<file path="src/tcm_pkg.sv">
// Package with the shared types, character codes and color tables of the markup parser.
`timescale 1ns / 1ps
`default_nettype none

package tcm_pkg;

  // Character codes with a meaning in the markup.
  localparam logic [7:0] CharCaret   = 8'h5E;  // '^'
  localparam logic [7:0] CharBracket = 8'h5B;  // '['
  localparam logic [7:0] CharClose   = 8'h5D;  // ']'

  // Color that each text starts with after reset: opaque white.
  localparam logic [31:0] ColorResetValue = 32'hFFFF_FFFF;

  // Result of a named color lookup.
  typedef struct packed {
    logic        hit;
    logic [31:0] rgba;
  } named_color_t;

  // Result of a hex digit decode.
  typedef struct packed {
    logic       hit;
    logic [3:0] value;
  } hex_digit_t;

  // Maps a color letter to its opaque RGBA value, red in the top byte.
  function automatic named_color_t named_color(input logic [7:0] ch);
    named_color_t res;
    res.hit = 1'b1;
    case (ch)
      8'h72:   res.rgba = 32'hFF00_00FF;  // r
      8'h67:   res.rgba = 32'h00FF_00FF;  // g
      8'h62:   res.rgba = 32'h0000_FFFF;  // b
      8'h63:   res.rgba = 32'h00FF_FFFF;  // c
      8'h79:   res.rgba = 32'hFFFF_00FF;  // y
      8'h6D:   res.rgba = 32'hFF00_FFFF;  // m
      8'h6B:   res.rgba = 32'h0000_00FF;  // k
      8'h77:   res.rgba = 32'hFFFF_FFFF;  // w
      default: begin
        res.hit  = 1'b0;
        res.rgba = 32'h0000_0000;
      end
    endcase
    return res;
  endfunction

  // Decodes an ASCII hex digit in either case.
  function automatic hex_digit_t hex_digit(input logic [7:0] ch);
    hex_digit_t res;
    res.hit   = 1'b0;
    res.value = 4'h0;
    if (ch >= 8'h30 && ch <= 8'h39) begin
      res.hit   = 1'b1;
      res.value = 4'(ch - 8'h30);
    end else if (ch >= 8'h61 && ch <= 8'h66) begin
      res.hit   = 1'b1;
      res.value = 4'(ch - 8'h57);
    end else if (ch >= 8'h41 && ch <= 8'h46) begin
      res.hit   = 1'b1;
      res.value = 4'(ch - 8'h37);
    end
    return res;
  endfunction

endpackage

`default_nettype wire

</file>
<file path="src/tcm_in_if.sv">
// Stream interface that carries text characters into the parser.
`timescale 1ns / 1ps
`default_nettype none

interface tcm_in_if;
  logic       valid;
  logic       ready;
  logic [7:0] char_code;
  logic       text_end;

  modport source (output valid, output char_code, output text_end, input ready);
  modport sink   (input valid, input char_code, input text_end, output ready);
endinterface

`default_nettype wire

</file>
<file path="src/tcm_out_if.sv">
// Stream interface that carries colored glyph results out of the parser.
`timescale 1ns / 1ps
`default_nettype none

interface tcm_out_if;
  logic       valid;
  logic       ready;
  logic       glyph_valid;
  logic [7:0] glyph_code;
  logic [7:0] red;
  logic [7:0] green;
  logic [7:0] blue;
  logic [7:0] alpha;
  logic       end_flag;

  modport source (output valid, output glyph_valid, output glyph_code, output red,
                  output green, output blue, output alpha, output end_flag,
                  input ready);
  modport sink   (input valid, input glyph_valid, input glyph_code, input red,
                  input green, input blue, input alpha, input end_flag,
                  output ready);
endinterface

`default_nettype wire

</file>
<file path="src/text_color_markup_parser_core.sv">
// Top level of the caret color markup parser: parse state, color state and result register.
//
//  Channel   Direction  Handshake          Beat contents
//  in_i      sink       valid / ready      char_code, text_end
//  out_o     source     valid / ready      glyph_valid, glyph_code, red, green, blue,
//                                          alpha, end_flag
//  cfg       write      cfg_we_i           cfg_wdata_i (default color, RGBA)
//
// Each input beat is parsed in the cycle it is accepted; its result appears in the
// output register on the next cycle. One beat is taken every cycle, bounded only by
// the single output register: a new beat enters whenever that register is empty or
// is being drained in the same cycle. Reset empties the output register, sets the
// parse phase to plain text and loads opaque white as default and current color.
`timescale 1ns / 1ps
`default_nettype none

module text_color_markup_parser_core
  import tcm_pkg::*;
(
  input  wire logic        clk_i,
  input  wire logic        rst_ni,
  input  wire logic        cfg_we_i,
  input  wire logic [31:0] cfg_wdata_i,
  tcm_in_if.sink           in_i,
  tcm_out_if.source        out_o
);

  // Parse phase codes.
  localparam logic [1:0] PhasePlain  = 2'd0;
  localparam logic [1:0] PhaseEscape = 2'd1;
  localparam logic [1:0] PhaseDigits = 2'd2;
  localparam logic [1:0] PhaseSkip   = 2'd3;

  logic [1:0]  phase_q, phase_d;
  logic [31:0] color_q, color_d;
  logic [31:0] acc_q, acc_d;
  logic [31:0] default_q;

  logic        out_valid_q;
  logic        glyph_valid_q, glyph_valid_d;
  logic [7:0]  glyph_code_q, glyph_code_d;
  logic [31:0] out_color_q;
  logic        end_flag_q;

  logic         in_fire;
  named_color_t named;
  hex_digit_t   digit;

  // The input side advances whenever the output register is free or drains now.
  assign in_i.ready = !out_valid_q || out_o.ready;
  assign in_fire    = in_i.valid && in_i.ready;

  assign named = named_color(in_i.char_code);
  assign digit = hex_digit(in_i.char_code);

  // Parse one character against the current phase.
  always_comb begin
    phase_d       = phase_q;
    color_d       = color_q;
    acc_d         = acc_q;
    glyph_valid_d = 1'b0;
    glyph_code_d  = 8'h00;
    unique case (phase_q)
      PhasePlain: begin
        if (in_i.char_code == CharCaret) begin
          phase_d = PhaseEscape;
        end else begin
          glyph_valid_d = 1'b1;
          glyph_code_d  = in_i.char_code;
        end
      end
      PhaseEscape: begin
        if (in_i.char_code == CharCaret) begin
          glyph_valid_d = 1'b1;
          glyph_code_d  = in_i.char_code;
        end else if (named.hit) begin
          color_d = named.rgba;
          phase_d = PhasePlain;
        end else if (in_i.char_code == CharBracket) begin
          acc_d   = 32'h0000_0000;
          phase_d = PhaseDigits;
        end else begin
          glyph_valid_d = 1'b1;
          glyph_code_d  = in_i.char_code;
          phase_d       = PhasePlain;
        end
      end
      PhaseDigits: begin
        if (in_i.char_code == CharClose) begin
          color_d = acc_q;
          phase_d = PhasePlain;
        end else if (digit.hit) begin
          acc_d = {acc_q[27:0], digit.value};
        end else begin
          phase_d = PhaseSkip;
        end
      end
      PhaseSkip: begin
        if (in_i.char_code == CharClose) begin
          color_d = acc_q;
          phase_d = PhasePlain;
        end
      end
      default: begin
        phase_d = PhasePlain;
      end
    endcase
  end

  // Parser state; a configuration write reloads both default and current color.
  always_ff @(posedge clk_i or negedge rst_ni) begin
    if (!rst_ni) begin
      phase_q   <= PhasePlain;
      color_q   <= ColorResetValue;
      acc_q     <= 32'h0000_0000;
      default_q <= ColorResetValue;
    end else if (cfg_we_i) begin
      default_q <= cfg_wdata_i;
      color_q   <= cfg_wdata_i;
    end else if (in_fire) begin
      if (in_i.text_end) begin
        phase_q <= PhasePlain;
        color_q <= default_q;
        acc_q   <= 32'h0000_0000;
      end else begin
        phase_q <= phase_d;
        color_q <= color_d;
        acc_q   <= acc_d;
      end
    end
  end

  // Output valid flag.
  always_ff @(posedge clk_i or negedge rst_ni) begin
    if (!rst_ni) begin
      out_valid_q <= 1'b0;
    end else if (in_i.ready) begin
      out_valid_q <= in_i.valid;
    end
  end

  // Output payload, loaded with each accepted beat.
  always_ff @(posedge clk_i) begin
    if (in_fire) begin
      glyph_valid_q <= glyph_valid_d;
      glyph_code_q  <= glyph_code_d;
      out_color_q   <= color_d;
      end_flag_q    <= in_i.text_end;
    end
  end

  assign out_o.valid       = out_valid_q;
  assign out_o.glyph_valid = glyph_valid_q;
  assign out_o.glyph_code  = glyph_code_q;
  assign out_o.red         = out_color_q[31:24];
  assign out_o.green       = out_color_q[23:16];
  assign out_o.blue        = out_color_q[15:8];
  assign out_o.alpha       = out_color_q[7:0];
  assign out_o.end_flag    = end_flag_q;

endmodule

`default_nettype wire

</file>
<file path="src/flat_wrapper.sv">
// flat-port wrapper written by rule: the top's interface ports become plain ports
module text_color_markup_parser_core_flat import tcm_pkg::*;
  (clk_i, rst_ni, cfg_we_i, cfg_wdata_i, in_i_valid, in_i_char_code, in_i_text_end, in_i_ready, out_o_valid, out_o_glyph_valid, out_o_glyph_code, out_o_red, out_o_green, out_o_blue, out_o_alpha, out_o_end_flag, out_o_ready);
  tcm_in_if in_i_i ();
  tcm_out_if out_o_i ();
  input  wire logic clk_i;
  input  wire logic rst_ni;
  input  wire logic cfg_we_i;
  input  wire logic [31:0] cfg_wdata_i;
  input wire logic [$bits(in_i_i.valid)-1:0] in_i_valid;
  input wire logic [$bits(in_i_i.char_code)-1:0] in_i_char_code;
  input wire logic [$bits(in_i_i.text_end)-1:0] in_i_text_end;
  output wire logic [$bits(in_i_i.ready)-1:0] in_i_ready;
  output wire logic [$bits(out_o_i.valid)-1:0] out_o_valid;
  output wire logic [$bits(out_o_i.glyph_valid)-1:0] out_o_glyph_valid;
  output wire logic [$bits(out_o_i.glyph_code)-1:0] out_o_glyph_code;
  output wire logic [$bits(out_o_i.red)-1:0] out_o_red;
  output wire logic [$bits(out_o_i.green)-1:0] out_o_green;
  output wire logic [$bits(out_o_i.blue)-1:0] out_o_blue;
  output wire logic [$bits(out_o_i.alpha)-1:0] out_o_alpha;
  output wire logic [$bits(out_o_i.end_flag)-1:0] out_o_end_flag;
  input wire logic [$bits(out_o_i.ready)-1:0] out_o_ready;
  assign in_i_i.valid = in_i_valid;
  assign in_i_i.char_code = in_i_char_code;
  assign in_i_i.text_end = in_i_text_end;
  assign in_i_ready = in_i_i.ready;
  assign out_o_valid = out_o_i.valid;
  assign out_o_glyph_valid = out_o_i.glyph_valid;
  assign out_o_glyph_code = out_o_i.glyph_code;
  assign out_o_red = out_o_i.red;
  assign out_o_green = out_o_i.green;
  assign out_o_blue = out_o_i.blue;
  assign out_o_alpha = out_o_i.alpha;
  assign out_o_end_flag = out_o_i.end_flag;
  assign out_o_i.ready = out_o_ready;
  text_color_markup_parser_core u_core (.clk_i(clk_i), .rst_ni(rst_ni), .cfg_we_i(cfg_we_i), .cfg_wdata_i(cfg_wdata_i), .in_i(in_i_i), .out_o(out_o_i));
endmodule
</file>
<file path="config.mk">
export PLATFORM = sky130hd
export DESIGN_NAME = text_color_markup_parser_core_flat
export DESIGN_NICKNAME = d
export VERILOG_FILES = /design/src/tcm_pkg.sv /design/src/tcm_in_if.sv /design/src/tcm_out_if.sv /design/src/text_color_markup_parser_core.sv /design/src/flat_wrapper.sv
export SDC_FILE = /design/constraint.sdc
export NUM_CORES = 1
export LEC_CHECK = 0
export ABC_AREA = 0
export CAP_MARGIN = 0
export CORE_MARGIN = 2
export CORE_UTILIZATION = 40
export CTS_BUF_LIST = sky130_fd_sc_hd__clkbuf_4 sky130_fd_sc_hd__clkbuf_8 sky130_fd_sc_hd__clkbuf_16
export DETAILED_ROUTE_END_ITERATION = 6
export DONT_BUFFER_PORTS = 1
export GPL_ROUTABILITY_DRIVEN = 0
export PLACE_DENSITY = 0.63
export RECOVER_POWER = 50
export SYNTH_ARGS = -nofsm -noshare
export SYNTH_HDL_FRONTEND = slang
export SYNTH_SLANG_ARGS = --single-unit
</file>
<file path="constraint.sdc">
create_clock -name clk_i -period 2.4 [get_ports clk_i]
set_clock_uncertainty 0.05 [all_clocks]
set_input_delay 0.12 -clock clk_i [delete_from_list [all_inputs] [get_ports clk_i]]
set_output_delay 0.12 -clock clk_i [all_outputs]
set_load 0.005 [all_outputs]
</file>
Word-level counts from Yosys, hierarchy flattened
Cells that the tools add are included.
{ "totals": {"regBits": 141, "out_inout_bits": 44} }
{ "op_classes": {"n_addsub": 3, "n_lt_le_gt_ge": 6, "eq_ne": 22, "n_mux": 38, "bitwise_logic": 1, "n_reduce_logical": 13} }
{ "ops": {"columns": ["cell", "count"], "rows": [
  ["$mux W32", 12],
  ["$pmux W32 S8", 1],
  ["$pmux W32 S2", 2],
  ["$eq A8 B7 Y1 const B", 11],
  ["$mux W8", 4],
  ["$ge A8 B7 Y1 const B", 2],
  ["$le A8 B7 Y1 const B", 2],
  ["$mux W2", 8],
  ["$pmux W8 S2", 1],
  ["$mux W5", 3],
  ["$ne A3 B2 Y1 const B", 4],
  ["$ne A3 B3 Y1 const B", 3],
  ["$ge A8 B6 Y1 const B", 1],
  ["$le A8 B6 Y1 const B", 1],
  ["$pmux W2 S4", 1],
  ["$reduce_and A8 Y1", 1],
  ["$reduce_or A8 Y1", 1],
  ["$sub A4 B3 Y4 const B", 2],
  ["$reduce_and A6 Y1", 1],
  ["$mux W1", 5],
  ["$eq A2 B2 Y1 const B", 2],
  ["$logic_and A1 B1 Y1", 4],
  ["$ne A4 B4 Y1 const B", 1],
  ["$sub A4 B1 Y4 const B", 1],
  ["9 further kinds", 9]
]} }

Depth between registers and ports, before layout
Gate-level depths: netlist (run 1).
{ "logic_depth": {"depth_word": 9, "depth_mapped": 8} }

Worst setup path after synthesis (run 1)
Ideal clock, no wire load.
{ "synth_path": {"path_type": "flip-flop to flip-flop", "from": "register u_core.out_valid_q, in the netlist u_core.out_o.valid", "to": "register u_core.color_q[25]", "setup_time_ns": 0.094, "t_arrival_ns": 2.296, "path_slack_ns": -0.040, "stages_incl_launch_ff": 9, "n_path_buf": 1, "period_less_slack_ns": 2.440, "path_cell_list": "dfrtp_1 -> nor2b_1 -> buf_2 -> clkinv_1 -> nand2_1 -> inv_1 -> nor2_1 -> a21boi_0 -> o211ai_1"} }
{ "synth_between": {"elab_chain_cells": 4} }
{ "synth_lines": {"columns": ["item", "line", "source"], "rows": [
  ["start: declaration", "text_color_markup_parser_core.sv:39", "logic out_valid_q;"],
  ["start signal: assignment", "text_color_markup_parser_core.sv:138", "out_valid_q <= in_i.valid;"],
  ["$logic_not A1 Y1", "text_color_markup_parser_core.sv:50", "assign in_i.ready = !out_valid_q || out_o.ready;"],
  ["$logic_or A1 B1 Y1", "text_color_markup_parser_core.sv:50", null],
  ["named net in_i_ready", "flat_wrapper.sv:13", "output wire logic [$bits(in_i_i.ready)-1:0] in_i_ready;"],
  ["$logic_and A1 B1 Y1", "text_color_markup_parser_core.sv:51", "assign in_fire = in_i.valid && in_i.ready;"],
  ["named net u_core.in_fire", "text_color_markup_parser_core.sv:45", "logic in_fire;"],
  ["$reduce_bool A2 Y1 (no line)", null, null],
  ["end signal: assignment", "text_color_markup_parser_core.sv:114", "color_q <= ColorResetValue;"],
  ["end signal: assignment", "text_color_markup_parser_core.sv:119", "color_q <= cfg_wdata_i;"],
  ["end signal: assignment", "text_color_markup_parser_core.sv:123", "color_q <= default_q;"],
  ["end: declaration", "text_color_markup_parser_core.sv:35", "logic [31:0] color_q, color_d;"]
]} }
The timed path passes the listed nets, and every way through them passes these cells.
A chain may end at the register's enable or synchronous reset.

Worst setup path after layout (run 1)
{ "layout_path": {"from": "register u_core.out_valid_q, in the netlist u_core.out_o.valid", "to": "register u_core.phase_q[1]"} }
{ "layout_between": {"elab_chain_cells": 4} }
{ "layout_lines": {"columns": ["item", "line", "source"], "rows": [
  ["$logic_not A1 Y1", "text_color_markup_parser_core.sv:50", null],
  ["$logic_or A1 B1 Y1", "text_color_markup_parser_core.sv:50", null],
  ["named net in_i_ready", "flat_wrapper.sv:13", null],
  ["$logic_and A1 B1 Y1", "text_color_markup_parser_core.sv:51", null],
  ["$reduce_and A6 Y1 (no line)", null, null],
  ["end signal: assignment", "text_color_markup_parser_core.sv:113", "phase_q <= PhasePlain;"],
  ["end signal: assignment", "text_color_markup_parser_core.sv:122", "phase_q <= PhasePlain;"],
  ["end signal: assignment", "text_color_markup_parser_core.sv:126", "phase_q <= phase_d;"],
  ["end: declaration", "text_color_markup_parser_core.sv:34", "logic [1:0] phase_q, phase_d;"]
]} }
The timed path passes the listed nets, and every way through them passes these cells.

==> results of run 1 <==
-- metrics by stage --
stage / cells / setup slack (ps) / utilization, % / total power [mW] / cell area (µm²)
finish: 1115 / 155 / 48.0 / 6.58 / 9300
global route: 1115 / 21.0 / 48.0 / 6.90 / 9300
CTS: 1111 / 142 / 47.9 / 6.64 / 9290
detailed placement: 1031 / 228 / 42.3 / 3.95 / 8200
global placement: 1031 / 282 / 42.3 / 3.93 / 8200
floorplan: 791 / 24.9 / - / 3.70 / 7890
-- kinds of logic (layout without fill, tap and decap cells) --
logic type	count (synthesis)	after routing
adder cells (fa/ha/maj)	5	5
multiplexers	58	58
flip-flops	141	141
other	0	1
buffers and inverters	119	176
AO/OA/AOI/OAI	258	259
XOR/XNOR	1	1
AND/OR/NAND/NOR	209	209
-- cells in the final DEF, fill, tap and decap left out, drive strengths merged, types with 3 or more instances in the layout --
| cell | netlist | layout |
|---|---|---|
| nand4bb | 3 | 3 |
| nand3b | 3 | 3 |
| a21oi | 39 | 39 |
| dfrtp | 35 | 35 |
| o221ai | 8 | 8 |
| inv | 61 | 63 |
| buf | 22 | 36 |
| nor4 | 12 | 12 |
| nor3 | 18 | 18 |
| a32oi | 8 | 8 |
| a22oi | 13 | 13 |
| nor2b | 4 | 4 |
| clkinv | 1 | 10 |
| nand4b | 3 | 3 |
| nor2 | 31 | 31 |
| a41oi | 3 | 3 |
| nand2b | 8 | 8 |
| o311ai | 14 | 14 |
| mux2i | 23 | 23 |
| nand3 | 13 | 13 |
| a21boi | 7 | 7 |
| dfstp | 64 | 64 |
| edfxtp | 42 | 42 |
| clkbuf | 35 | 20 |
| ha | 5 | 5 |
| a2bb2oi | 13 | 13 |
| o31a | 2 | 3 |
| a21o | 15 | 15 |
| o21ai | 89 | 89 |
| nand2 | 102 | 102 |
| o21a | 16 | 16 |
| mux2 | 35 | 35 |
| o211ai | 16 | 16 |
| dlygate4sd3 | 0 | 45 |
| and3b | 5 | 5 |
-- layer usage --
layer  share of wire, %  wire [µm]  vias to the layer above  global-route usage (%)
met1                 43       9210                     3069                    27.0
met5                  0          0                        -                       0
met4                3.1        666                        0                    9.45
li1                   -          -                     2972                       -
met3                5.6       1200                       41                    5.26
met2                 48      10400                      206                    35.2
-- registers in the layout (all words and copies together) (netlist names) --
signal	count
u_core.out_color_q	32
u_core.color_q	32
u_core.acc_q	32
u_core.phase_q	2
u_core.out_o.end_flag	1
u_core.out_o.glyph_valid	1
u_core.out_o.valid	1
u_core.out_o.glyph_code	8
u_core.default_q	32
-- how the worst max path moves through the flow --
stage	slack, ps	depth (start not counted)	to	start
after floorplan	20	8	u_core.color_q[24]$_DFFE_PN1P_	u_core.out_o.valid$_DFFE_PN0N_
after global placement	280	7	u_core.out_color_q[20]$_DFFE_PP_	in_i_char_code[0]
after detailed placement	230	7	u_core.out_color_q[16]$_DFFE_PP_	in_i_char_code[0]
after CTS	140	7	u_core.phase_q[1]$_DFFE_PN0P_	u_core.out_o.valid$_DFFE_PN0N_
after global routing	20	7	u_core.phase_q[1]$_DFFE_PN0P_	u_core.out_o.valid$_DFFE_PN0N_
final	160	7	u_core.phase_q[1]$_DFFE_PN0P_	u_core.out_o.valid$_DFFE_PN0N_
-- what timing repair did --
action                                  CTS  global route
hold buffers                             48             0
endpoints found under the setup margin    0             6
gates resized for setup                   0             2
endpoints found under the hold margin   176             0
buffers inserted                          0             2
-- layout make-up --
cell class	count	area [µm²]	area share (%)
sequential	141	3820	41.0
multi-input combinational	532	3560	38.3
timing repair buffer	82	790	8.49
clock buffer	19	447	4.80
tap	265	332	3.56
inverter	62	236	2.54
clock inverter	13	116	1.25
antenna	1	2.50	0.0269
-- critical path, cell delays in order, from the launching register on --
cell           delay [ps]
dfrtp_1               370
nor2b_1               150
inv_2                 130
nand3_2               170
buf_6                 210
a211o_1               270
o41ai_1               240
dlygate4sd3_1         580
-- power by group --
group	leakage, nW	internal, mW	switching, mW
logic	1.97	0.440	0.645
registers	1.55	2.82	0.146
clock network	0.285	1.47	1.06
==> flow_summary.json, run 1 <==
{
  "status": "completed",
  "antenna_found_initial": 1,
  "synthAdderAreaFrac_pct": 0.793,
  "via_per_inst": 5.64,
  "clock-sinks": 141,
  "post-synth-top-count-cell": "nand2_1",
  "synthTopCellsByCount": "nand2_1, o21ai_0, dfstp_2",
  "timing.fmax_ghz": 0.445,
  "async_flop_share_pct": 70.2,
  "vias": 6288,
  "synthToLayoutAreaGrowth_pct": 17.9,
  "grt_pass1_vias": 6214,
  "endpoint_kind": "flop",
  "grt_max_degree": 100,
  "synth_compound_area_share_pct": 22.6,
  "synth-simple-area-share_pct": 13.0,
  "cts_tree": "done",
  "cp.arrival_ps": 2560,
  "peakVddDrop_mv": 0.562,
  "powerDensity_nw_per_um2": 708,
  "drc": 0,
  "synth_cells": 791,
  "netlist.area_leader.share_pct": 21.3,
  "synth_xor_area_share_pct": 0.111,
  "holdWs_ps": 32.3,
  "synthesis.nets": 842,
  "r2r_slack_ps": 160,
  "dieArea_um2": 20900,
  "fp.dieW_um": 144,
  "synth_cell_type_count": 69,
  "synth_edf_count": 42,
  "r2r_cells": 7,
  "yosys.area.top_type": "dfstp_2",
  "core_um2": 19400,
  "cp.required_ps": 2720,
  "cts_max_path_buffers": 2,
  "port_buffers": 0,
  "hold_path_end": "u_core.out_o.glyph_code[4]$_DFFE_PP_",
  "worstPathMaxFanout": 16,
  "slew_headroom_pct": 6.04,
  "muxShareOfSynthArea_pct": 8.44,
  "finalHoldViolCount": 0,
  "drt-total-wl_mm": 21.4,
  "tns_ps": 0,
  "fp.dieH_um": 144,
  "worstMarginPinSlew_ps": 1410,
  "cellLeakagePower_nw": 3.80,
  "cts_buffers": 17,
  "hold_start": "in_i_char_code[4]",
  "ys_seq_elements": 141,
  "initial_core_util_pct": 40.7,
  "drv_cap": 0,
  "start_kind": "flop",
  "setup_viol": 0,
  "antenna_left": 0,
  "layout.nets": 887,
  "rr_startpoint": "u_core.out_o.valid$_DFFE_PN0N_",
  "yosys_warnings": 0,
  "ys_seq_area_share_pct": 48.4,
  "finalCriticalPeriod_ps": 2240,
  "clk_latency_ps": 440,
  "critPathKind": "reg -> reg",
  "rsz0062_at_grt": "false",
  "row_count": 51,
  "synth_top_family_by_area": "compound AO/OA/AOI/OAI gates",
  "h-tree-depth": 4,
  "clk_pin_slew_ps": 60,
  "fillers": 1843,
  "syn_avg_cell_area_um2": 9.97,
  "holdCritPathClass": "in -> reg",
  "synthTopCellsByArea": "dfstp_2, edfxtp_1, dfrtp_1, o21ai_0, nand2_1",
  "layout-drive-gt1-share_pct": 21.7,
  "hpwl_mm": 13.5,
  "io_pins": 90,
  "grt_pass1_wl_mm": 34.0,
  "r2r_end": "u_core.phase_q[1]$_DFFE_PN0P_",
  "root_buffer": "clkbuf_16",
  "finalMaxSlewViolations": 0,
  "drt_pass1_iterations": 5,
  "whs_path_depth": 2,
  "wl_per_cell_um": 19.2,
  "grt_overflow": 0,
  "synth_ff_type": "dfstp_2",
  "drt_iter0_markers": 392,
  "synth_area_um2": 7890,
  "fin_crit_sh_pct": 93.5,
  "grt_usage_pct": 21.5
}
No activity file was read; power rests on OpenSTA's default activity.
==> run 2, diff against run 1 <==
PLACE_DENSITY = 0.61   (was 0.63)
clock period = 2.5 ns   (was 2.4 ns; I/O delays follow)
==> flow_summary.json, run 2 (synthesized netlist as in run 1, its figures left out) <==
{
  "fin_ws_ps": 138,
  "cp.arrival_ps": 2660,
  "layout-drive-gt1-share_pct": 21.4,
  "slew_headroom_pct": 6.19,
  "cpLargestDelayFamily": "compound AO/OA/AOI/OAI gates",
  "cts_buffers": 17,
  "synthToLayoutAreaGrowth_pct": 17.3,
  "tns_ps": 0,
  "clk_pin_slew_ps": 60,
  "powerDensity_nw_per_um2": 686,
  "core_um2": 19400,
  "status": "completed",
  "finalMaxSlewViolations": 0,
  "worstPathMaxFanout": 7,
  "timing.fmax_ghz": 0.423,
  "dieArea_um2": 20900,
  "clock-sinks": 141,
  "cp_common_cell": "o21ai_0",
  "hpwl_mm": 14.0,
  "row_count": 51,
  "layout.nets": 881,
  "drt-total-wl_mm": 22.0,
  "diodes": 0,
  "clk_latency_ps": 420,
  "antenna_found_initial": 0,
  "slowest_stage": "a31oi_1",
  "setup_viol": 0,
  "final_cell_mix": "nand2_1, o21ai_0, dfstp_2, inv_1, dlygate4sd3_1",
  "endpoint_kind": "flop",
  "finish.utilization_pct": 47.7,
  "cts_max_path_buffers": 2,
  "drt_pass1_iterations": 5,
  "cellLeakagePower_nw": 3.78,
  "grt_pass1_vias": 6069,
  "max_stage_delay_ps": 730,
  "h-tree-depth": 4,
  "worstMarginPinSlew_ps": 1410,
  "io_pins": 90,
  "initial_core_util_pct": 40.7,
  "grt_overflow": 0,
  "cts_tree": "done",
  "peakVddDrop_mv": 0.467,
  "wl_per_cell_um": 19.8,
  "fin_crit_sh_pct": 94.5,
  "fp.dieW_um": 144,
  "rsz0062_at_grt": "false",
  "via_per_inst": 5.63,
  "final_common_cell": "nand2_1",
  "vias": 6240,
  "root_buffer": "clkbuf_16",
  "timing.critical_path.cells": "dlygate4sd3_1, inv_1, ha_1, mux2i_2, o311ai_4, a31oi_1, o21ai_0, o21ai_0",
  "fp.dieH_um": 144,
  "path_buf_inv": 2,
  "drc": 0,
  "grt_usage_pct": 21.7,
  "finalHoldViolCount": 0,
  "grt_pass1_wl_mm": 34.4,
  "dpl_worst_slack_ps": 309,
  "grt_max_degree": 100,
  "critPathKind": "in -> reg",
  "start_kind": "primary input",
  "fillers": 1812,
  "drv_cap": 0,
  "holdCritPathClass": "in -> reg",
  "finalCriticalPeriod_ps": 2360,
  "cp.required_ps": 2800,
  "power_mw": 6.35,
  "port_buffers": 0,
  "drt_iter0_markers": 413,
  "antenna_left": 0
}
[run 2: changes by cell type in the layout (fill, tap and decap cells not counted), moves of 3 or more]
cell and change:
dfstp_2 +3, buf_4 -4, dfstp_1 -3, clkinv_4 -5, clkbuf_8 +4, clkbuf_4 +3
[run 2: stage by stage]
step,hold slack (ps),cell area [µm²],instances
5_1_grt,25.2,9250,1108
2_1_floorplan,-221,7890,791
3_3_place_gp,-211,8150,1026
3_5_place_dp,-212,8150,1026
4_1_cts,6.49,9260,1107
6_report,11.0,9250,1108
[run 2: path summary, 6_finish.rpt]
check	cells after the start	to	startpoint	slack [ps]
worst min register to register	2	u_core.default_q[12]$_DFFE_PN1P_	u_core.default_q[12]$_DFFE_PN1P_	420
worst min-delay path	4	u_core.color_q[8]$_DFFE_PN1P_	in_i_text_end	10
min in group asynchronous	2	u_core.acc_q[30]$_DFFE_PN0P_	rst_ni	570
max in group asynchronous	2	u_core.acc_q[7]$_DFFE_PN0P_	rst_ni	950
worst max-delay path	8	u_core.color_q[10]$_DFFE_PN1P_	in_i_char_code[0]	140
worst max register to register	5	u_core.phase_q[1]$_DFFE_PN0P_	u_core.phase_q[1]$_DFFE_PN0P_	190
[run 2: power breakdown]
part	internal [mW]	total [mW]	switching, mW
Sequential	2.71	2.87	0.158
Combinational	0.403	1.01	0.607
Clock	1.50	2.47	0.967
Total	4.62	6.35	1.73
[run 2: final cells by class]
| cell class | instances | area, µm² | share of cell area (%) |
|---|---|---|---|
| multi-input combinational | 531 | 3550 | 38.4 |
| inverter | 62 | 233 | 2.52 |
| sequential | 141 | 3820 | 41.3 |
| clock buffer | 27 | 549 | 5.94 |
| timing repair buffer | 77 | 738 | 7.98 |
| clock inverter | 5 | 26.3 | 0.284 |
| tap | 265 | 332 | 3.58 |
[run 2: worst reg2reg max path, delay by kind of cell, from the launching register on]
family                 cells  cell delay [ps]
AO/OA/AOI/OAI              2              610
buffers and inverters      2             1120
flip-flops                 1              350
AND/OR/NAND/NOR            1              120
[run 2: timing repair]
action	CTS	global route
hold endpoints to repair	173	0
setup buffers	0	1
endpoints found under the setup margin	0	1
gates resized for setup	0	0
hold buffers	49	0
[run 2: metal layers]
metal | global-route usage (%) | vias to the layer above | share of wire [%]
met5 | 0 | - | 0
met2 | 34.6 | 207 | 47
met4 | 7.61 | 0 | 2.2
li1 | - | 2939 | -
met1 | 29.1 | 3060 | 44
met3 | 5.10 | 34 | 6.0
==> run 3, diff against run 2 <==
==> constraint.sdc (replaced) <==
create_clock -name clk_i -period 2.5 [get_ports clk_i]
set_clock_uncertainty 0.05 [all_clocks]
set_input_delay 0.25 -clock clk_i [delete_from_list [all_inputs] [get_ports clk_i]]
set_output_delay 0.25 -clock clk_i [all_outputs]
set_load 0.005 [all_outputs]
==> flow_summary.json, run 3 (synthesized netlist as in run 1, its figures left out) <==
{
  "cp.required_ps": 2780,
  "top_layer": "met4",
  "grt_usage_pct": 21.9,
  "fin_crit_sh_pct": 88.1,
  "clock-sinks": 141,
  "clkPwrFrac_pct": 39.8,
  "clk_latency_ps": 420,
  "p_int_mw": 4.68,
  "pwr-share-comb_pct": 15.5,
  "r2r_slack_ps": 300,
  "start_kind": "flop",
  "cp.arrival_ps": 2490,
  "sw_frac_of_total_pct": 27.2,
  "finalMaxSlewViolations": 0,
  "status": "completed",
  "synthToLayoutAreaGrowth_pct": 16.0,
  "cellLeakagePower_nw": 3.74,
  "worstPathMaxFanout": 11,
  "drv_cap": 0,
  "root_buffer": "clkbuf_16",
  "grt_max_degree": 100,
  "endpoint_kind": "flop",
  "switchingPower_mw": 1.75,
  "cts_max_path_buffers": 2,
  "dp.cells": 1027,
  "wirelength_met1_mm": 9.82,
  "whs_path_depth": 1,
  "io_pins": 90,
  "layout-drive-gt1-share_pct": 21.5,
  "cts_resized": 0,
  "rr_startpoint": "u_core.phase_q[0]$_DFFE_PN0P_",
  "diodes": 0,
  "hpwl_mm": 14.0,
  "row_count": 51,
  "r2r_end": "u_core.color_q[24]$_DFFE_PN1P_",
  "final_cell_mix": "nand2_1, o21ai_0, dfstp_2, inv_1, edfxtp_1",
  "peakVddDrop_mv": 0.489,
  "cts_buffers": 17,
  "timing.fmax_ghz": 0.454,
  "cts_tree": "done",
  "port_buffers": 0,
  "instances_no_fill": 1097,
  "powerDensity_nw_per_um2": 702,
  "finalHoldViolCount": 0,
  "wl_per_cell_um": 19.9,
  "slew_headroom_pct": 4.96,
  "grt_pass1_vias": 6214,
  "tns_ps": 0,
  "grt_overflow": 0,
  "drt_pass1_iterations": 5,
  "finish.utilization_pct": 47.2,
  "met2_length_mm": 10.4,
  "fp.dieW_um": 144,
  "drt_iter0_markers": 390,
  "dieArea_um2": 20900,
  "clk_pin_slew_ps": 60,
  "via_per_inst": 5.62,
  "holdCritPathClass": "in -> reg",
  "rsz0062_at_grt": "false",
  "hold_path_end": "u_core.out_o.glyph_code[7]$_DFFE_PP_",
  "cts_hold_buf": 38,
  "layout.nets": 870,
  "h-tree-depth": 4,
  "critPathKind": "reg -> reg",
  "antenna_found_initial": 0,
  "wl_met3_mm": 1.15,
  "vias": 6162,
  "final_common_cell": "nand2_1",
  "power.share.sequential_pct": 44.8,
  "worstMarginPinSlew_ps": 1430,
  "fp.dieH_um": 144,
  "initial_core_util_pct": 40.7,
  "finalCriticalPeriod_ps": 2200,
  "hold_start": "in_i_char_code[7]",
  "grt_pass1_wl_mm": 35.0,
  "antenna_left": 0,
  "core_um2": 19400,
  "postCtsSetupRepairBufs": 0,
  "drt-total-wl_mm": 21.8,
  "r2r_cells": 6,
  "drc": 0,
  "setup_viol": 0
}
run 3: changes by cell type in the layout (fill, tap and decap cells not counted):
cell / previous run / this run
dlygate4sd3_1: 46 / 36
clkbuf_8: 5 / 1
clkinv_1: 1 / 2
bufinv_16: 0 / 2
dfstp_2: 62 / 63
clkinv_4: 0 / 3
inv_4: 1 / 0
buf_12: 2 / 1
clkinv_2: 4 / 5
clkbuf_4: 5 / 3
dfstp_1: 2 / 1
run 3: area by class of cell:
class                      count  area, µm²
clock inverter                11        115
tap                          265        332
clock buffer                  21        479
inverter                      62        233
sequential                   141       3820
timing repair buffer          66        618
fill                        1880      10200
multi-input combinational    531       3550
run 3: power by group through the flow:
stage,Sequential (mW),Combinational [mW],Clock [mW]
finish,2.88,0.994,2.56
global route,2.91,1.12,2.70
CTS,2.88,0.996,2.60
global placement,2.91,0.861,0
floorplan,2.84,0.704,0
detailed placement,2.91,0.873,0
run 3: layer usage:
layer / vias up / GRT usage (%)
li1: 2920 / -
met4: 0 / 7.82
met2: 198 / 34.8
met5: - / 0
met1: 3010 / 30.0
met3: 34 / 4.17
run 3: worst max path at each step:
stage                                              start                              to  slack, ps
after CTS                  u_core.phase_q[0]$_DFFE_PN0P_    u_core.acc_q[13]$_DFFE_PN0P_        330
after global routing       u_core.phase_q[0]$_DFFE_PN0P_    u_core.acc_q[14]$_DFFE_PN0P_        140
after detailed placement               in_i_char_code[0]  u_core.color_q[10]$_DFFE_PN1P_        160
after global placement                 in_i_char_code[0]   u_core.color_q[8]$_DFFE_PN1P_        220
final                      u_core.phase_q[0]$_DFFE_PN0P_  u_core.color_q[24]$_DFFE_PN1P_        300
after floorplan           u_core.out_o.valid$_DFFE_PN0N_  u_core.color_q[25]$_DFFE_PN1P_         60
run 3: critical path: stages, from the launching register on:
cell and delay [ps]:
dfrtp_1 550, and2b_1 200, buf_4 210, nor2_1 80, a21oi_1 610, o311ai_1 240, o211ai_1 170
run 3: through the flow:
step                      setup WS, ps  cell area, µm²  total power [mW]  hold slack, ps
after floorplan                   60.2            7890              3.55           -95.6
after global placement             223            8160              3.77           -91.0
after detailed placement           159            8160              3.79           -87.9
after CTS                          327            9170              6.47           0.794
after global routing               144            9150              6.72            4.77
final                              297            9150              6.43            8.58
